### src/design/fdlr_pkg.sv
// ----------------------------------------------------------------------------
// fdlr_pkg
// Shared constants, types and helpers of the frame dirty line range core.
// ----------------------------------------------------------------------------
package fdlr_pkg;

  localparam int unsigned LINE_W       = 9;
  localparam int unsigned PIX_W        = 16;
  localparam int unsigned FRAME_PIXELS = 76800;
  localparam int unsigned MAX_LINE     = 320;
  localparam int unsigned ADDR_W       = (FRAME_PIXELS > 1) ? $clog2(FRAME_PIXELS) : 1;
  localparam int unsigned PROD_W       = 2 * LINE_W;
  localparam int unsigned CMP_W        = ((PROD_W > ADDR_W) ? PROD_W : ADDR_W) + 1;

  localparam logic [LINE_W-1:0] WIDTH_RESET = LINE_W'(320);
  localparam logic [LINE_W-1:0] COUNT_RESET = LINE_W'(240);

  localparam logic REG_LINE_WIDTH = 1'b0;
  localparam logic REG_LINE_COUNT = 1'b1;

  typedef struct packed {
    logic [PIX_W-1:0]  pixel;
    logic [ADDR_W-1:0] addr;
    logic              in_range;
    logic [LINE_W-1:0] line;
    logic              frame_end;
  } fdlr_item_t;

  function automatic logic [LINE_W-1:0] clamp_reg(input logic [LINE_W-1:0] value);
    logic [LINE_W-1:0] v;
    v = value;
    if (v == '0) begin
      v = LINE_W'(1);
    end
    if (v > LINE_W'(MAX_LINE)) begin
      v = LINE_W'(MAX_LINE);
    end
    return v;
  endfunction

endpackage

### src/design/fdlr_dirty_track.sv
// ----------------------------------------------------------------------------
// fdlr_dirty_track
// Pixel compare, first/last changed line tracking and the result register.
// ----------------------------------------------------------------------------
module fdlr_dirty_track
  import fdlr_pkg::*;
(
  input  logic              clk_i,
  input  logic              rst_ni,
  input  logic              retire_i,
  input  fdlr_item_t        item_i,
  input  logic [PIX_W-1:0]  prev_pixel_i,
  input  logic [LINE_W-1:0] line_count_i,
  input  logic              out_stall_i,
  output logic              out_valid_o,
  output logic [LINE_W-1:0] first_line_o,
  output logic [LINE_W-1:0] end_line_o,
  output logic              changed_o
);

  logic              any_q;
  logic [LINE_W-1:0] first_q, last_q;
  logic              diff, any_n;
  logic [LINE_W-1:0] first_n, last_n;
  logic              out_valid_q;
  logic [LINE_W-1:0] first_line_q, end_line_q;
  logic              changed_q;

  assign diff    = item_i.in_range && (prev_pixel_i != item_i.pixel);
  assign any_n   = any_q | diff;
  assign first_n = (diff && !any_q) ? item_i.line : first_q;
  assign last_n  = diff ? item_i.line : last_q;

  always_ff @(posedge clk_i or negedge rst_ni) begin
    if (!rst_ni) begin
      any_q       <= 1'b0;
      first_q     <= '0;
      last_q      <= '0;
      out_valid_q <= 1'b0;
    end else begin
      if (out_valid_q && !out_stall_i) begin
        out_valid_q <= 1'b0;
      end
      if (retire_i) begin
        if (item_i.frame_end) begin
          any_q       <= 1'b0;
          first_q     <= '0;
          last_q      <= '0;
          out_valid_q <= 1'b1;
        end else begin
          any_q   <= any_n;
          first_q <= first_n;
          last_q  <= last_n;
        end
      end
    end
  end

  always_ff @(posedge clk_i) begin
    if (retire_i && item_i.frame_end) begin
      first_line_q <= any_n ? first_n : line_count_i;
      end_line_q   <= any_n ? (last_n + LINE_W'(1)) : line_count_i;
      changed_q    <= any_n;
    end
  end

  assign out_valid_o  = out_valid_q;
  assign first_line_o = first_line_q;
  assign end_line_o   = end_line_q;
  assign changed_o    = changed_q;

endmodule

### config.mk
export PLATFORM = sky130hd
export DESIGN_NAME = fdlr_dirty_track
export DESIGN_NICKNAME = d
export VERILOG_FILES = /design/src/design/fdlr_pkg.sv /design/src/design/fdlr_dirty_track.sv
export SDC_FILE = /design/constraint.sdc
export NUM_CORES = 1
export LEC_CHECK = 0
export BUFFER_PORTS_ARGS = -buffer_cell sky130_fd_sc_hd__buf_2
export CORE_MARGIN = 2
export CORE_UTILIZATION = 44
export DETAILED_ROUTE_END_ITERATION = 6
export PLACE_DENSITY = 0.77
export SLEW_MARGIN = 20
export SYNTH_ARGS = -nofsm -noshare
export SYNTH_HDL_FRONTEND = slang
export SYNTH_SLANG_ARGS = --single-unit
### constraint.sdc
create_clock -name clk_i -period 1.59 [get_ports clk_i]
set_input_delay 0.0795 -clock clk_i [delete_from_list [all_inputs] [get_ports clk_i]]
set_output_delay 0.0795 -clock clk_i [all_outputs]
set_load 0.01 [all_outputs]
==> metrics.txt <==
status=finished, violations left; failing checks=negative setup slack; WP data required=around 1.7 ns; Clock Latency Late Sink=just under 0.3 ns; most frequent cells in the layout=buf_2, buf_6, mux2i_1, dfrtp_1; initial DRC count=between 150 and 200; Clock Tree Buf Depth=2; GPL Wtd Cong=roughly 0.9; commonest non-fill, non-tap cell in the layout=buf_2; Remaining Overflow, GRT=0; Total GRT Usage=between 20% and 30%; Cells after Synth=about 210; DRC=0; Arr. time, crit path=approximately 2.3 ns; crit path time final=about 2.1 ns; library cells used by synthesis=31; core area=between 5000 and 6000 sq um; P_sw=slightly above 0.8 mW; initial antenna violation count=0; crit path max-delay cell type=o41ai_4; Nets=about 390; max-cap violations=0; pwr/cell area=between 800 and 900 nW/um^2; setup ws final=-0.548 ns; total I/O pin count=slightly above 90; setup TNS=-4.43 ns; vias=2165; Final Hold Fails=0; CTS tree=built; drt total wl=about 7 mm; fillers=between 300 and 400; Slowest Stage Delay on Critical Path=0.37 ns; measured slew at the worst slew-check pin=between 0.4 and 0.5 ns; worst-path cell chain=buf_6, xnor2_2, nand4_1, o41ai_4, buf_6, mux2_4, ha_4, nand2_2, mux2_4, o31a_1, o31ai_1; Max VDD drop=0.584 mV; YS warnings=0; full die area=5740 sq um; Syn Area/Cell=~11 sq um; Pint=between 2 and 2.5 mW; Port-buffer cells=75; antenna-violating nets left=0; met3 wire len=roughly 480 um; number of CTS-inserted buffers=5; detailed-route vias per instance=~5.6; Crit Path Max Fanout=6; largest net degree at the start of global routing=27; Reg clk slew, reported paths=roughly 0.08 ns; static leakage=1.53 nW; final slew viol count=0; Clk pwr share=a little under 30%; crit path kind=primary input to register; Hold Crit Class=primary input to register; initial core utilization=roughly 45%; sequential power share=between 40% and 50%; top layer in use=met4; final setup vio count=29; # rows=26; post-DP HPWL=between 4 and 5 mm; H-tree levels=2; crit path capture type=register; vias in the first global route=between 2000 and 2500; Final Cycle Share=134%; area delta synth->final=55.7%; slew margin rel.=between 60 and 70%; hold slack=between 0.1 and 0.15 ns; Clock Root Buffer=clkbuf_8; critical path startpoint category=primary input; skew final=between 0.006 and 0.007 ns; die width=between 70 and 80 um; Comb pwr share=between 20% and 30%; RSZ-0062 raised after global routing=true; Net Sw Frac=around 28%; met2 WL=3.69 mm; ANT cells=0; post-synthesis sequential area ratio=a little under half; syn_nets=roughly 280; Max Freq=about 470 MHz; CTS Sinks=39; drt pass-1 iters=4; die height=between 70 and 80 um; synthesized area=approximately 2300 sq um; #FFs+latches synth=39; share of layout cells above drive strength 1=around half; Wirelength per Cell=about 18 um; first-pass GRT wire length=roughly 10 mm; met1 wire length=around 2.8 mm
[cell families (layout without fill, tap and decap cells)]
| family | after synthesis | in the layout | share of synthesized area, % |
|---|---|---|---|
| AOI/OAI and AO/OA | 54 | 54 | 18.4 |
| xor gates and xnor gates | 19 | 19 | 7.34 |
| adders and majority gates | 1 | 1 | 0.552 |
| buffers and inverters | 15 | 127 | 2.76 |
| DFF | 39 | 39 | 47.2 |
| muxes | 29 | 29 | 13.2 |
| and+or+nand+nor | 50 | 51 | 10.5 |
[power by group through the flow]
stage               Sequential [mW]  Clock (mW)  Combinational, mW
finish                         1.24       0.875              0.813
global route                   1.26       0.924              0.867
CTS                            1.23       0.881              0.718
detailed placement             1.25           0              0.623
global placement               1.25           0              0.601
floorplan                      1.26           0              0.349
[worst max-delay path: cells and delay by family]
family,cells,cell delay (ns)
xor gates and xnor gates,1,0.15
buffers and inverters,2,0.27
AOI/OAI and AO/OA,3,0.87
and+or+nand+nor,2,0.24
adders and majority gates,1,0.15
muxes,2,0.49
[path summary, 6_finish.rpt]
kind / start / to / slack (ns) / cells after the start
max: item_i[34] / end_line_o[6] / -0.55 / 11
min: line_count_i[4] / end_line_o[4] / 0.11 / 3
max reg2reg: last_q[0] / end_line_o[6] / -0.16 / 6
min reg2reg: out_valid_o / out_valid_o / 0.48 / 1
max in group asynchronous: rst_ni / first_q[7] / 0.99 / 2
min in group asynchronous: rst_ni / first_q[1] / 0.27 / 2
[cell usage after synthesis, drive strengths merged]
library cell | n | area, sq um
nand4 | 6 | 37.5
nand3 | 2 | 10.0
dfrtp | 20 | 500
xnor2 | 19 | 166
a32o | 1 | 10.0
o41a | 1 | 11.3
o31a | 2 | 17.5
o31ai | 5 | 37.5
clkbuf | 9 | 33.8
mux2i | 22 | 220
and2 | 8 | 50.1
o21a | 3 | 22.5
nor3 | 2 | 10.0
edfxtp | 19 | 571
o21ai | 14 | 70.1
nand2 | 21 | 78.8
nand2b | 1 | 6.26
mux2 | 7 | 78.8
a21oi | 1 | 5.00
o41ai | 1 | 27.5
nor2b | 1 | 6.26
a21o | 1 | 7.51
nor2 | 7 | 26.3
o211ai | 1 | 7.51
buf | 3 | 17.5
inv | 3 | 11.3
o2bb2ai | 17 | 149
a22oi | 7 | 52.6
nor4 | 2 | 12.5
ha | 1 | 12.5
[layer usage]
| layer | vias up | track usage, % |
|---|---|---|
| li1 | 1004 | - |
| met1 | 1040 | 26.8 |
| met2 | 111 | 42.8 |
| met3 | 10 | 4.37 |
| met4 | 0 | 7.80 |
| met5 | - | 0 |
[what timing repair did]
item / CTS / global route
setup endpoints to repair: 36 / 36
hold buffers: 2 / 0
setup buffers: 15 / 11
hold endpoints to repair: 21 / 0
pin swaps: 11 / 29
cloned: 0 / 2
resized for setup: 37 / 45
[area by class of cell]
type,instances,area (sq um),share of cell area [%]
multi-input cells,154,1370,38.9
flip-flops and latches,39,1070,30.3
repair buffers,116,871,24.7
well taps,70,87.6,2.48
clock buffers,6,82.6,2.34
clock inverters,2,35.0,0.993
inverters,3,11.3,0.319
[flip-flops by register name (all words and copies together), names as in the netlist]
| register | count |
|---|---|
| out_valid_o | 1 |
| first_q | 9 |
| any_q | 1 |
| changed_o | 1 |
| first_line_o | 9 |
| last_q | 9 |
| end_line_o | 9 |
[metrics by stage]
stage | total power [mW] | util (%) | setup WS, ns | area (sq um) | std cells
after global routing | 3.05 | 70.0 | -0.573 | 3530 | 390
after CTS | 2.83 | 65.5 | -0.419 | 3300 | 382
after detailed placement | 1.88 | 57.2 | -0.883 | 2880 | 358
final | 2.93 | 70.0 | -0.548 | 3530 | 390
after global placement | 1.85 | 57.2 | -0.754 | 2880 | 358
after floorplan | 1.61 | - | -1.03 | 2340 | 207
Power figures use the tool's default switching activity.
