File: config.mk
export PLATFORM = sky130hd
export DESIGN_NAME = fdlr_raster_seq
export DESIGN_NICKNAME = d
export VERILOG_FILES = /design/src/design/fdlr_pkg.sv /design/src/design/fdlr_raster_seq.sv
export SDC_FILE = /design/constraint.sdc
export NUM_CORES = 1
export LEC_CHECK = 0
export ABC_AREA = 1
export BUFFER_PORTS_ARGS = -buffer_cell sky130_fd_sc_hd__buf_2
export CORE_UTILIZATION = 35
export CTS_BUF_LIST = sky130_fd_sc_hd__clkbuf_4
export DETAILED_ROUTE_END_ITERATION = 10
export PLACE_DENSITY = 0.56
export SYNTH_ARGS = -nofsm -noshare
export SYNTH_HDL_FRONTEND = slang
export SYNTH_SLANG_ARGS = --single-unit
File: constraint.sdc
create_clock -name clk_i -period 4.8 [get_ports clk_i]
set_input_delay 0.24 -clock clk_i [delete_from_list [all_inputs] [get_ports clk_i]]
set_output_delay 0.24 -clock clk_i [all_outputs]
set_load 0.02 [all_outputs]
File: src/design/fdlr_pkg.sv
// ----------------------------------------------------------------------------
// fdlr_pkg
// Shared constants, types and helpers of the frame dirty line range core.
// ----------------------------------------------------------------------------
package fdlr_pkg;

  localparam int unsigned LINE_W       = 9;
  localparam int unsigned PIX_W        = 16;
  localparam int unsigned FRAME_PIXELS = 76800;
  localparam int unsigned MAX_LINE     = 320;
  localparam int unsigned ADDR_W       = (FRAME_PIXELS > 1) ? $clog2(FRAME_PIXELS) : 1;
  localparam int unsigned PROD_W       = 2 * LINE_W;
  localparam int unsigned CMP_W        = ((PROD_W > ADDR_W) ? PROD_W : ADDR_W) + 1;

  localparam logic [LINE_W-1:0] WIDTH_RESET = LINE_W'(320);
  localparam logic [LINE_W-1:0] COUNT_RESET = LINE_W'(240);

  localparam logic REG_LINE_WIDTH = 1'b0;
  localparam logic REG_LINE_COUNT = 1'b1;

  typedef struct packed {
    logic [PIX_W-1:0]  pixel;
    logic [ADDR_W-1:0] addr;
    logic              in_range;
    logic [LINE_W-1:0] line;
    logic              frame_end;
  } fdlr_item_t;

  function automatic logic [LINE_W-1:0] clamp_reg(input logic [LINE_W-1:0] value);
    logic [LINE_W-1:0] v;
    v = value;
    if (v == '0) begin
      v = LINE_W'(1);
    end
    if (v > LINE_W'(MAX_LINE)) begin
      v = LINE_W'(MAX_LINE);
    end
    return v;
  endfunction

endpackage

File: src/design/fdlr_raster_seq.sv
// ----------------------------------------------------------------------------
// fdlr_raster_seq
// Config registers, column/line counters and store address of each request.
// ----------------------------------------------------------------------------
module fdlr_raster_seq
  import fdlr_pkg::*;
(
  input  logic              clk_i,
  input  logic              rst_ni,
  input  logic              cfg_we_i,
  input  logic              cfg_idx_i,
  input  logic [LINE_W-1:0] cfg_wdata_i,
  input  logic              accept_i,
  input  logic              adv_i,
  input  logic [PIX_W-1:0]  pixel_i,
  output logic              item_valid_o,
  output fdlr_item_t        item_o,
  output logic [LINE_W-1:0] line_count_o
);

  logic [LINE_W-1:0] width_q, count_q, col_q, line_q;
  logic [LINE_W:0]   col_p1, line_p1;
  logic              line_end, frame_end;
  logic [PROD_W-1:0] prod;
  logic [CMP_W-1:0]  sum;
  logic              valid_q;
  fdlr_item_t        item_q;

  assign col_p1    = {1'b0, col_q} + (LINE_W+1)'(1);
  assign line_p1   = {1'b0, line_q} + (LINE_W+1)'(1);
  assign line_end  = col_p1 >= {1'b0, width_q};
  assign frame_end = line_end && (line_p1 >= {1'b0, count_q});
  assign prod      = PROD_W'(line_q) * PROD_W'(width_q);
  assign sum       = CMP_W'(prod) + CMP_W'(col_q);

  always_ff @(posedge clk_i or negedge rst_ni) begin
    if (!rst_ni) begin
      width_q <= WIDTH_RESET;
      count_q <= COUNT_RESET;
      col_q   <= '0;
      line_q  <= '0;
      valid_q <= 1'b0;
    end else begin
      if (cfg_we_i) begin
        case (cfg_idx_i)
          REG_LINE_WIDTH: width_q <= clamp_reg(cfg_wdata_i);
          REG_LINE_COUNT: count_q <= clamp_reg(cfg_wdata_i);
          default: ;
        endcase
      end
      if (accept_i) begin
        col_q <= line_end ? '0 : col_p1[LINE_W-1:0];
        if (line_end) begin
          line_q <= frame_end ? '0 : line_p1[LINE_W-1:0];
        end
      end
      if (adv_i) begin
        valid_q <= accept_i;
      end
    end
  end

  always_ff @(posedge clk_i) begin
    if (accept_i) begin
      item_q.pixel     <= pixel_i;
      item_q.addr      <= sum[ADDR_W-1:0];
      item_q.in_range  <= sum < CMP_W'(FRAME_PIXELS);
      item_q.line      <= line_q;
      item_q.frame_end <= frame_end;
    end
  end

  assign item_valid_o = valid_q;
  assign item_o       = item_q;
  assign line_count_o = count_q;

endmodule

==> results of run 1 <==
## registers in the layout, indices dropped and copies added (netlist names)
signal	cells
col_q	9
item_o	44
item_valid_o	1
line_count_o	9
line_q	9
width_q	9
## metrics by stage
stage | cells | power (uW)
floorplan | 830 | 1951
global placement | 1185 | 2359
detailed placement | 1185 | 2373
CTS | 1223 | 2882
global route | 1230 | 3304
finish | 1230 | 3034
## synth_stat cells, types with 2 or more instances
cell      number
buf_2         11
o21bai_1       5
nor3_1         3
nand3_1       25
inv_1        183
dfstp_2        6
xnor2_1        5
nand4_1       16
nand2_1      228
dfrtp_1       31
nor2_1        39
edfxtp_1      44
clkbuf_1      14
fa_1          56
xor2_1        14
inv_2          2
o21ai_0       21
o22ai_1        8
a21o_1         2
a21oi_1       23
ha_1          76
## power by group through the flow
| stage | sequential [uW] | combinational (uW) | clock (uW) |
|---|---|---|---|
| 5_1_grt | 1010 | 1820 | 477 |
| 3_5_place_dp | 1000 | 1370 | 0 |
| 3_3_place_gp | 1000 | 1360 | 0 |
| 2_1_floorplan | 1090 | 866 | 0 |
| 6_report | 989 | 1610 | 436 |
| 4_1_cts | 988 | 1440 | 458 |
## worst max-delay path, stage by stage, from the launching register on
cell and delay (ns):
dfrtp_1 0.45, buf_4 0.15, buf_4 0.15, nand2_1 0.06
inv_1 0.05, fa_1 0.56, fa_1 0.44, fa_1 0.52
fa_1 0.49, ha_1 0.31, ha_2 0.38, nand2_1 0.08
inv_1 0.07, nand2_1 0.07, nor3_1 0.13, nand2_1 0.11
nand2_1 0.08, nand2_1 0.06, nand2_2 0.07, nor2_2 0.04
nand2_1 0.06, a21oi_1 0.06
## what timing repair did
item                       CTS  global route
pin swaps                    3            35
resized for setup            9            67
hold buffers                20             0
setup endpoints to repair    1             8
buffers inserted             2             6
hold endpoints to repair    50             0
## cell type report
cell class,count,area share
Multi-Input combinational cell,538,0.4931
Timing Repair Buffer,144,0.1086
Antenna cell,1,0.0002905
Clock buffer,10,0.008715
Inverter,185,0.08061
Clock inverter,6,0.007553
Sequential cell,81,0.2626
Tap cell,265,0.03849
## layer usage
metal  part of all wire  vias to the layer above  track usage
met4              0.015                        0      0.05599
li1                   -                     2826            -
met1               0.46                     2668       0.2133
met3              0.031                       14      0.02066
met2               0.49                      100       0.2849
met5                  0                        -            0
## path summary, 6_finish.rpt
kind	start	to	slack (ns)
min in group asynchronous	rst_ni	line_count_o[1]$_DFFE_PN0P_	0.41
worst min-delay path	cfg_wdata_i[4]	line_count_o[4]$_DFFE_PN1P_	0.04
worst max register to register	line_q[6]$_DFFE_PN0P_	item_o[10]$_DFFE_PP_	0.16
max in group asynchronous	rst_ni	line_q[4]$_DFFE_PN0P_	3.73
worst min register to register	line_count_o[5]$_DFFE_PN1P_	line_count_o[5]$_DFFE_PN1P_	0.51
worst max-delay path	line_q[6]$_DFFE_PN0P_	item_o[10]$_DFFE_PP_	0.16
## logic make-up after synthesis
| family | share of synthesized area |
|---|---|
| compound gates | 0.05162 |
| xor+xnor | 0.02367 |
| fa+ha+maj | 0.2948 |
| buf+inv | 0.1157 |
| flops | 0.3208 |
| mux | 0.001602 |
| simple gates | 0.1919 |
==> reports/results.txt, run 1 <==
max-slew violations: 0
Crit. End Element: flip-flop
Power Internal: 1719 uW
Syn Nets: 993
crit path kind: flip-flop to flip-flop
layout cells sized above 1: 0.2230
crit start category: flip-flop
Multi-input gate area: 0.004248 mm2
status: complete, no violations
Post-synth EDFFs: 44
Synth top area share: 0.1880
sw power: 1315 uW
Final Util: 0.4397
Worst Path Max Fanout: 6
Bufs on Longest Clock Path: 2
drc violations: 0
Iter 0 DRT Violations: 269
GPL Wtd Cong: 0.8464
initial antenna violation count: 1
die width: 143.7 um
WP data required: 5.04 ns
Critical Path AT: 4.88 ns
Final min period: 4.642 ns
area leader, netlist: edfxtp_1
vias: 5608
synth top area cells: edfxtp_1 19%, fa_1 16%, ha_1 14%
Switching Share: 0.4335
worst-margin pin slew: 1.008 ns
power share of the sequential group: 0.326
r2r worst-path depth: 21
Placement Setup Slack: -0.07262 ns
most common cell after layout, fill and taps aside: nand2_1
wire per inst: 12.94 um
Mapped Area: 0.007029 mm2
#FFs+latches synth: 81
clock share of power: 0.144
sequential area share after synthesis: 0.3208
Clock Sinks: 81
final WL: 15920 um
peak supply drop: 151.7 uV
average cell area after synthesis: 8.469 um2
TritonRoute pass-1 iters: 5
pin count of the biggest net entering global routing: 61
Leak: 0.004884 uW
synth warn: 0
area post-placement: 0.007903 mm2
design area: 0.008615 mm2
number of max-cap violations: 0
ANT nets after route: 0
power per cell area: 352.2 mW/mm2
endpoints failing setup: 0
DP Wirelength: 12500 um
number of placed I/O pins: 85
P&R area growth vs syn: 22.55%
DIE AREA: 0.02065 mm2
final worst slack: 0.1584 ns
final hold violation count: 0
root buffer cell: clkbuf_4
most frequent cells in the layout: 207 x nand2_1, 180 x inv_1, 84 x buf_2
skew final: 0.03181 ns
Clock Latency Late Sink: 0.48 ns
f_max: 215.4 MHz
Hold Slack: 0.04476 ns
cells after synthesis: 830
Port Buffer Count: 84
gr ovfl total: 0
Main synth FF type: edfxtp_1
Chip Height: 143.7 um
Final Cycle Share: 0.9670
Rows: 51
H-tree depth reported by CTS: 3
Initial Util: 0.3588
vias per inst: 4.559
FILL cells: 1956
Logic pwr share: 0.530
worst hold stages: 3
Reg area: 0.002262 mm2
CTS tree: yes
Post-layout nets: 1122
vias in the first global route: 5495
Slew headroom: 0.3264
Sum Neg Setup Slack: 0 ns
number of buffers created by CTS: 9
Hold Path Class: primary input to flip-flop
first-pass GRT wire length: 26470 um
GRT Total Usage: 0.1653
RSZ-0062 raised after global routing: yes
Reg clk slew, reported paths: 0.15 ns
CORE AREA: 0.01959 mm2
Distinct cells, synth: 39
Synth async-reset ratio: 0.4568
(Power assumes the default switching activity.)
==> run 2: changes to the inputs <==
--- a/config.mk
+++ b/config.mk
@@ -7,10 +7,12 @@
 export LEC_CHECK = 0
 export ABC_AREA = 1
 export BUFFER_PORTS_ARGS = -buffer_cell sky130_fd_sc_hd__buf_2
+export CELL_PAD_IN_SITES_DETAIL_PLACEMENT = 0
+export CELL_PAD_IN_SITES_GLOBAL_PLACEMENT = 1
 export CORE_UTILIZATION = 35
 export CTS_BUF_LIST = sky130_fd_sc_hd__clkbuf_4
 export DETAILED_ROUTE_END_ITERATION = 10
-export PLACE_DENSITY = 0.56
+export PLACE_DENSITY = 0.7
 export SYNTH_ARGS = -nofsm -noshare
 export SYNTH_HDL_FRONTEND = slang
 export SYNTH_SLANG_ARGS = --single-unit
==> run 2 against run 1 <==
- first-iteration DRC count fell by 39%
- register-to-register slack lost 0.03 ns
- core utilization up 0.11 points
- critical endpoint unchanged
- clock skew fell by 0.0013 ns
- sequential power rose by 0.6%
==> reports/results.txt, run 2 (synthesis gave the netlist of run 1 again) <==
root buffer cell: clkbuf_4
drc violations: 0 (unchanged)
die width: 143.7 um (unchanged)
crit start category: flip-flop
Logic pwr share: 0.527 (-0.003)
Placement Setup Slack: -0.05658 ns (+0.01604 ns)
power share of the sequential group: 0.332 (+0.006)
max reg flops: 44 (unchanged)
initial antenna violation count: 0 (-1)
CTS tree: yes
ANT nets after route: 0 (unchanged)
vias per inst: 4.406 (-3.4%)
power per cell area: 347.5 mW/mm2 (-1.3%)
wire per inst: 12.49 um (-3.5%)
Crit. End Element: flip-flop
crit path kind: flip-flop to flip-flop
RSZ-0062 raised after global routing: yes
GPL Wtd Cong: 0.8148 (-3.7%)
final hold violation count: 0 (unchanged)
final WL: 15390 um (-3.3%)
vias: 5428 (-3.2%)
Leak: 0.004934 uW (+1.0%)
sw power: 1281 uW (-2.6%)
peak supply drop: 165.3 uV (+8.9%)
H-tree depth reported by CTS: 3 (unchanged)
worst-margin pin slew: 1.025 ns (+0.01751 ns)
Port Buffer Count: 84 (unchanged)
WP data required: 5.03 ns (about the same)
Switching Share: 0.4267 (-0.006775)
Hold Path Class: primary input to flip-flop
max-slew violations: 0 (unchanged)
Power Internal: 1721 uW (about the same)
Post-layout nets: 1125 (+0.27%)
most common cell after layout, fill and taps aside: nand2_1
Clock Latency Late Sink: 0.49 ns (about the same)
P&R area growth vs syn: 22.87%
Slew headroom: 0.3147 (-0.01171)
Bufs on Longest Clock Path: 2 (unchanged)
Diodes inserted: 0 (-1)
Sum Neg Setup Slack: 0 ns (unchanged)
GRT Total Usage: 0.1604 (-0.004943)
endpoints failing setup: 0 (unchanged)
Final min period: 4.671 ns (+0.02915 ns)
Clock Sinks: 81 (unchanged)
Rows: 51 (unchanged)
Final Cycle Share: 0.9731 (+0.006074)
clock share of power: 0.141 (-0.003)
vias in the first global route: 5253 (-4.4%)
Chip Height: 143.7 um (unchanged)
most frequent cells in the layout: 206 x nand2_1, 177 x inv_1, 83 x buf_2
DP Wirelength: 12190 um (-2.5%)
CORE AREA: 0.01959 mm2 (unchanged)
first-pass GRT wire length: 25510 um (-3.6%)
Critical Path AT: 4.90 ns (+0.02 ns)
f_max: 214.1 MHz (-0.62%)
status: complete, no violations
Inst Count DP: 1188 (+0.25%)
skew final: 0.03047 ns (-0.001332 ns)
layout cells sized above 1: 0.2285 (+0.005513)
number of placed I/O pins: 85 (unchanged)
design area: 0.008637 mm2 (+0.26%)
Initial Util: 0.3588 (unchanged)
final worst slack: 0.1292 ns (-0.02916 ns)
Layout Cells excl Fill: 1232 (+0.16%)
number of max-cap violations: 0 (unchanged)
DIE AREA: 0.02065 mm2 (unchanged)
gr ovfl total: 0 (unchanged)
TritonRoute pass-1 iters: 6 (+1)
Final Util: 0.4409 (+0.001150)
number of buffers created by CTS: 9 (unchanged)
Iter 0 DRT Violations: 165 (-39%)
Worst Path Max Fanout: 4 (-2)
area post-placement: 0.007928 mm2 (+0.32%)
Reg clk slew, reported paths: 0.15 ns (about the same)
pin count of the biggest net entering global routing: 74 (+21%)
-- run 2: cell count changes in the layout (fill, tap and decap cells not counted), sizes merged --
cell | before | now
buf | 124 | 127
clkbuf | 10 | 11
inv | 187 | 185
clkinv | 3 | 4
diode | 1 | 0
-- run 2: cell type report --
cell class / instances / area (um2)
fillers: 2002 / 10950
multi-input cells: 538 / 4247
flip-flops and latches: 81 / 2260
repair buffers: 147 / 964.7
inverters: 185 / 694.4
well taps: 265 / 331.6
clock buffers: 11 / 82.58
clock inverters: 5 / 57.56
-- run 2: path summary, 6_finish.rpt --
path / from / end / slack (ns) / cells past startpoint
setup / recovery: width_q[8]$_DFFE_PN1P_ / item_o[10]$_DFFE_PP_ / 0.13 / 21
hold / removal: cfg_wdata_i[3] / width_q[3]$_DFFE_PN0P_ / 0.04 / 3
setup reg to reg: width_q[8]$_DFFE_PN1P_ / item_o[10]$_DFFE_PP_ / 0.13 / 21
hold reg to reg: line_count_o[5]$_DFFE_PN1P_ / line_count_o[5]$_DFFE_PN1P_ / 0.51 / 2
max in group asynchronous: rst_ni / line_q[4]$_DFFE_PN0P_ / 3.83 / 2
min in group asynchronous: rst_ni / line_count_o[8]$_DFFE_PN0P_ / 0.38 / 2
-- run 2: power groups by stage --
stage / Combinational, uW / Clock (uW) / Sequential [uW]
finish: 1580 / 424 / 995
global route: 1790 / 468 / 1020
CTS: 1410 / 452 / 994
detailed placement: 1360 / 0 / 1010
global placement: 1360 / 0 / 1010
floorplan: 866 / 0 / 1090
-- run 2: worst max-delay path, cell delays in order (launching register included) --
cell     delay (ns)
dfstp_2        0.57
nand2_2        0.06
fa_1           0.52
fa_1           0.53
inv_2          0.04
fa_1           0.49
fa_1           0.53
inv_2          0.04
fa_1           0.48
inv_2          0.04
ha_4           0.32
nand2_4        0.09
nor2_4         0.12
nand3_2        0.11
nand3_2        0.11
nand2_2        0.05
nand2_2        0.06
nand2_1        0.05
nand2_1        0.05
nand2_1        0.04
nand2_1        0.05
a21oi_1        0.06
-- run 2: stage by stage --
stage	hold WS (ns)	power [uW]
2_1_floorplan	-0.05559	1951
3_3_place_gp	0.3979	2361
3_5_place_dp	0.3978	2364
4_1_cts	0.006235	2857
5_1_grt	0.03009	3278
6_report	0.03927	3001
-- run 2: timing repair --
| item | in CTS | in global routing |
|---|---|---|
| gates resized for setup | 6 | 75 |
| hold endpoints to repair | 50 | 0 |
| hold buffers | 20 | 0 |
| pin swaps | 4 | 38 |
| endpoints found under the setup margin | 1 | 7 |
| setup buffers | 1 | 7 |
-- run 2: routing by layer --
layer	global-route usage	vias up	part of all wire
met4	0.04479	0	0.013
met2	0.2652	100	0.47
met1	0.2155	2483	0.48
met3	0.02699	15	0.033
met5	0	-	0
li1	-	2830	-
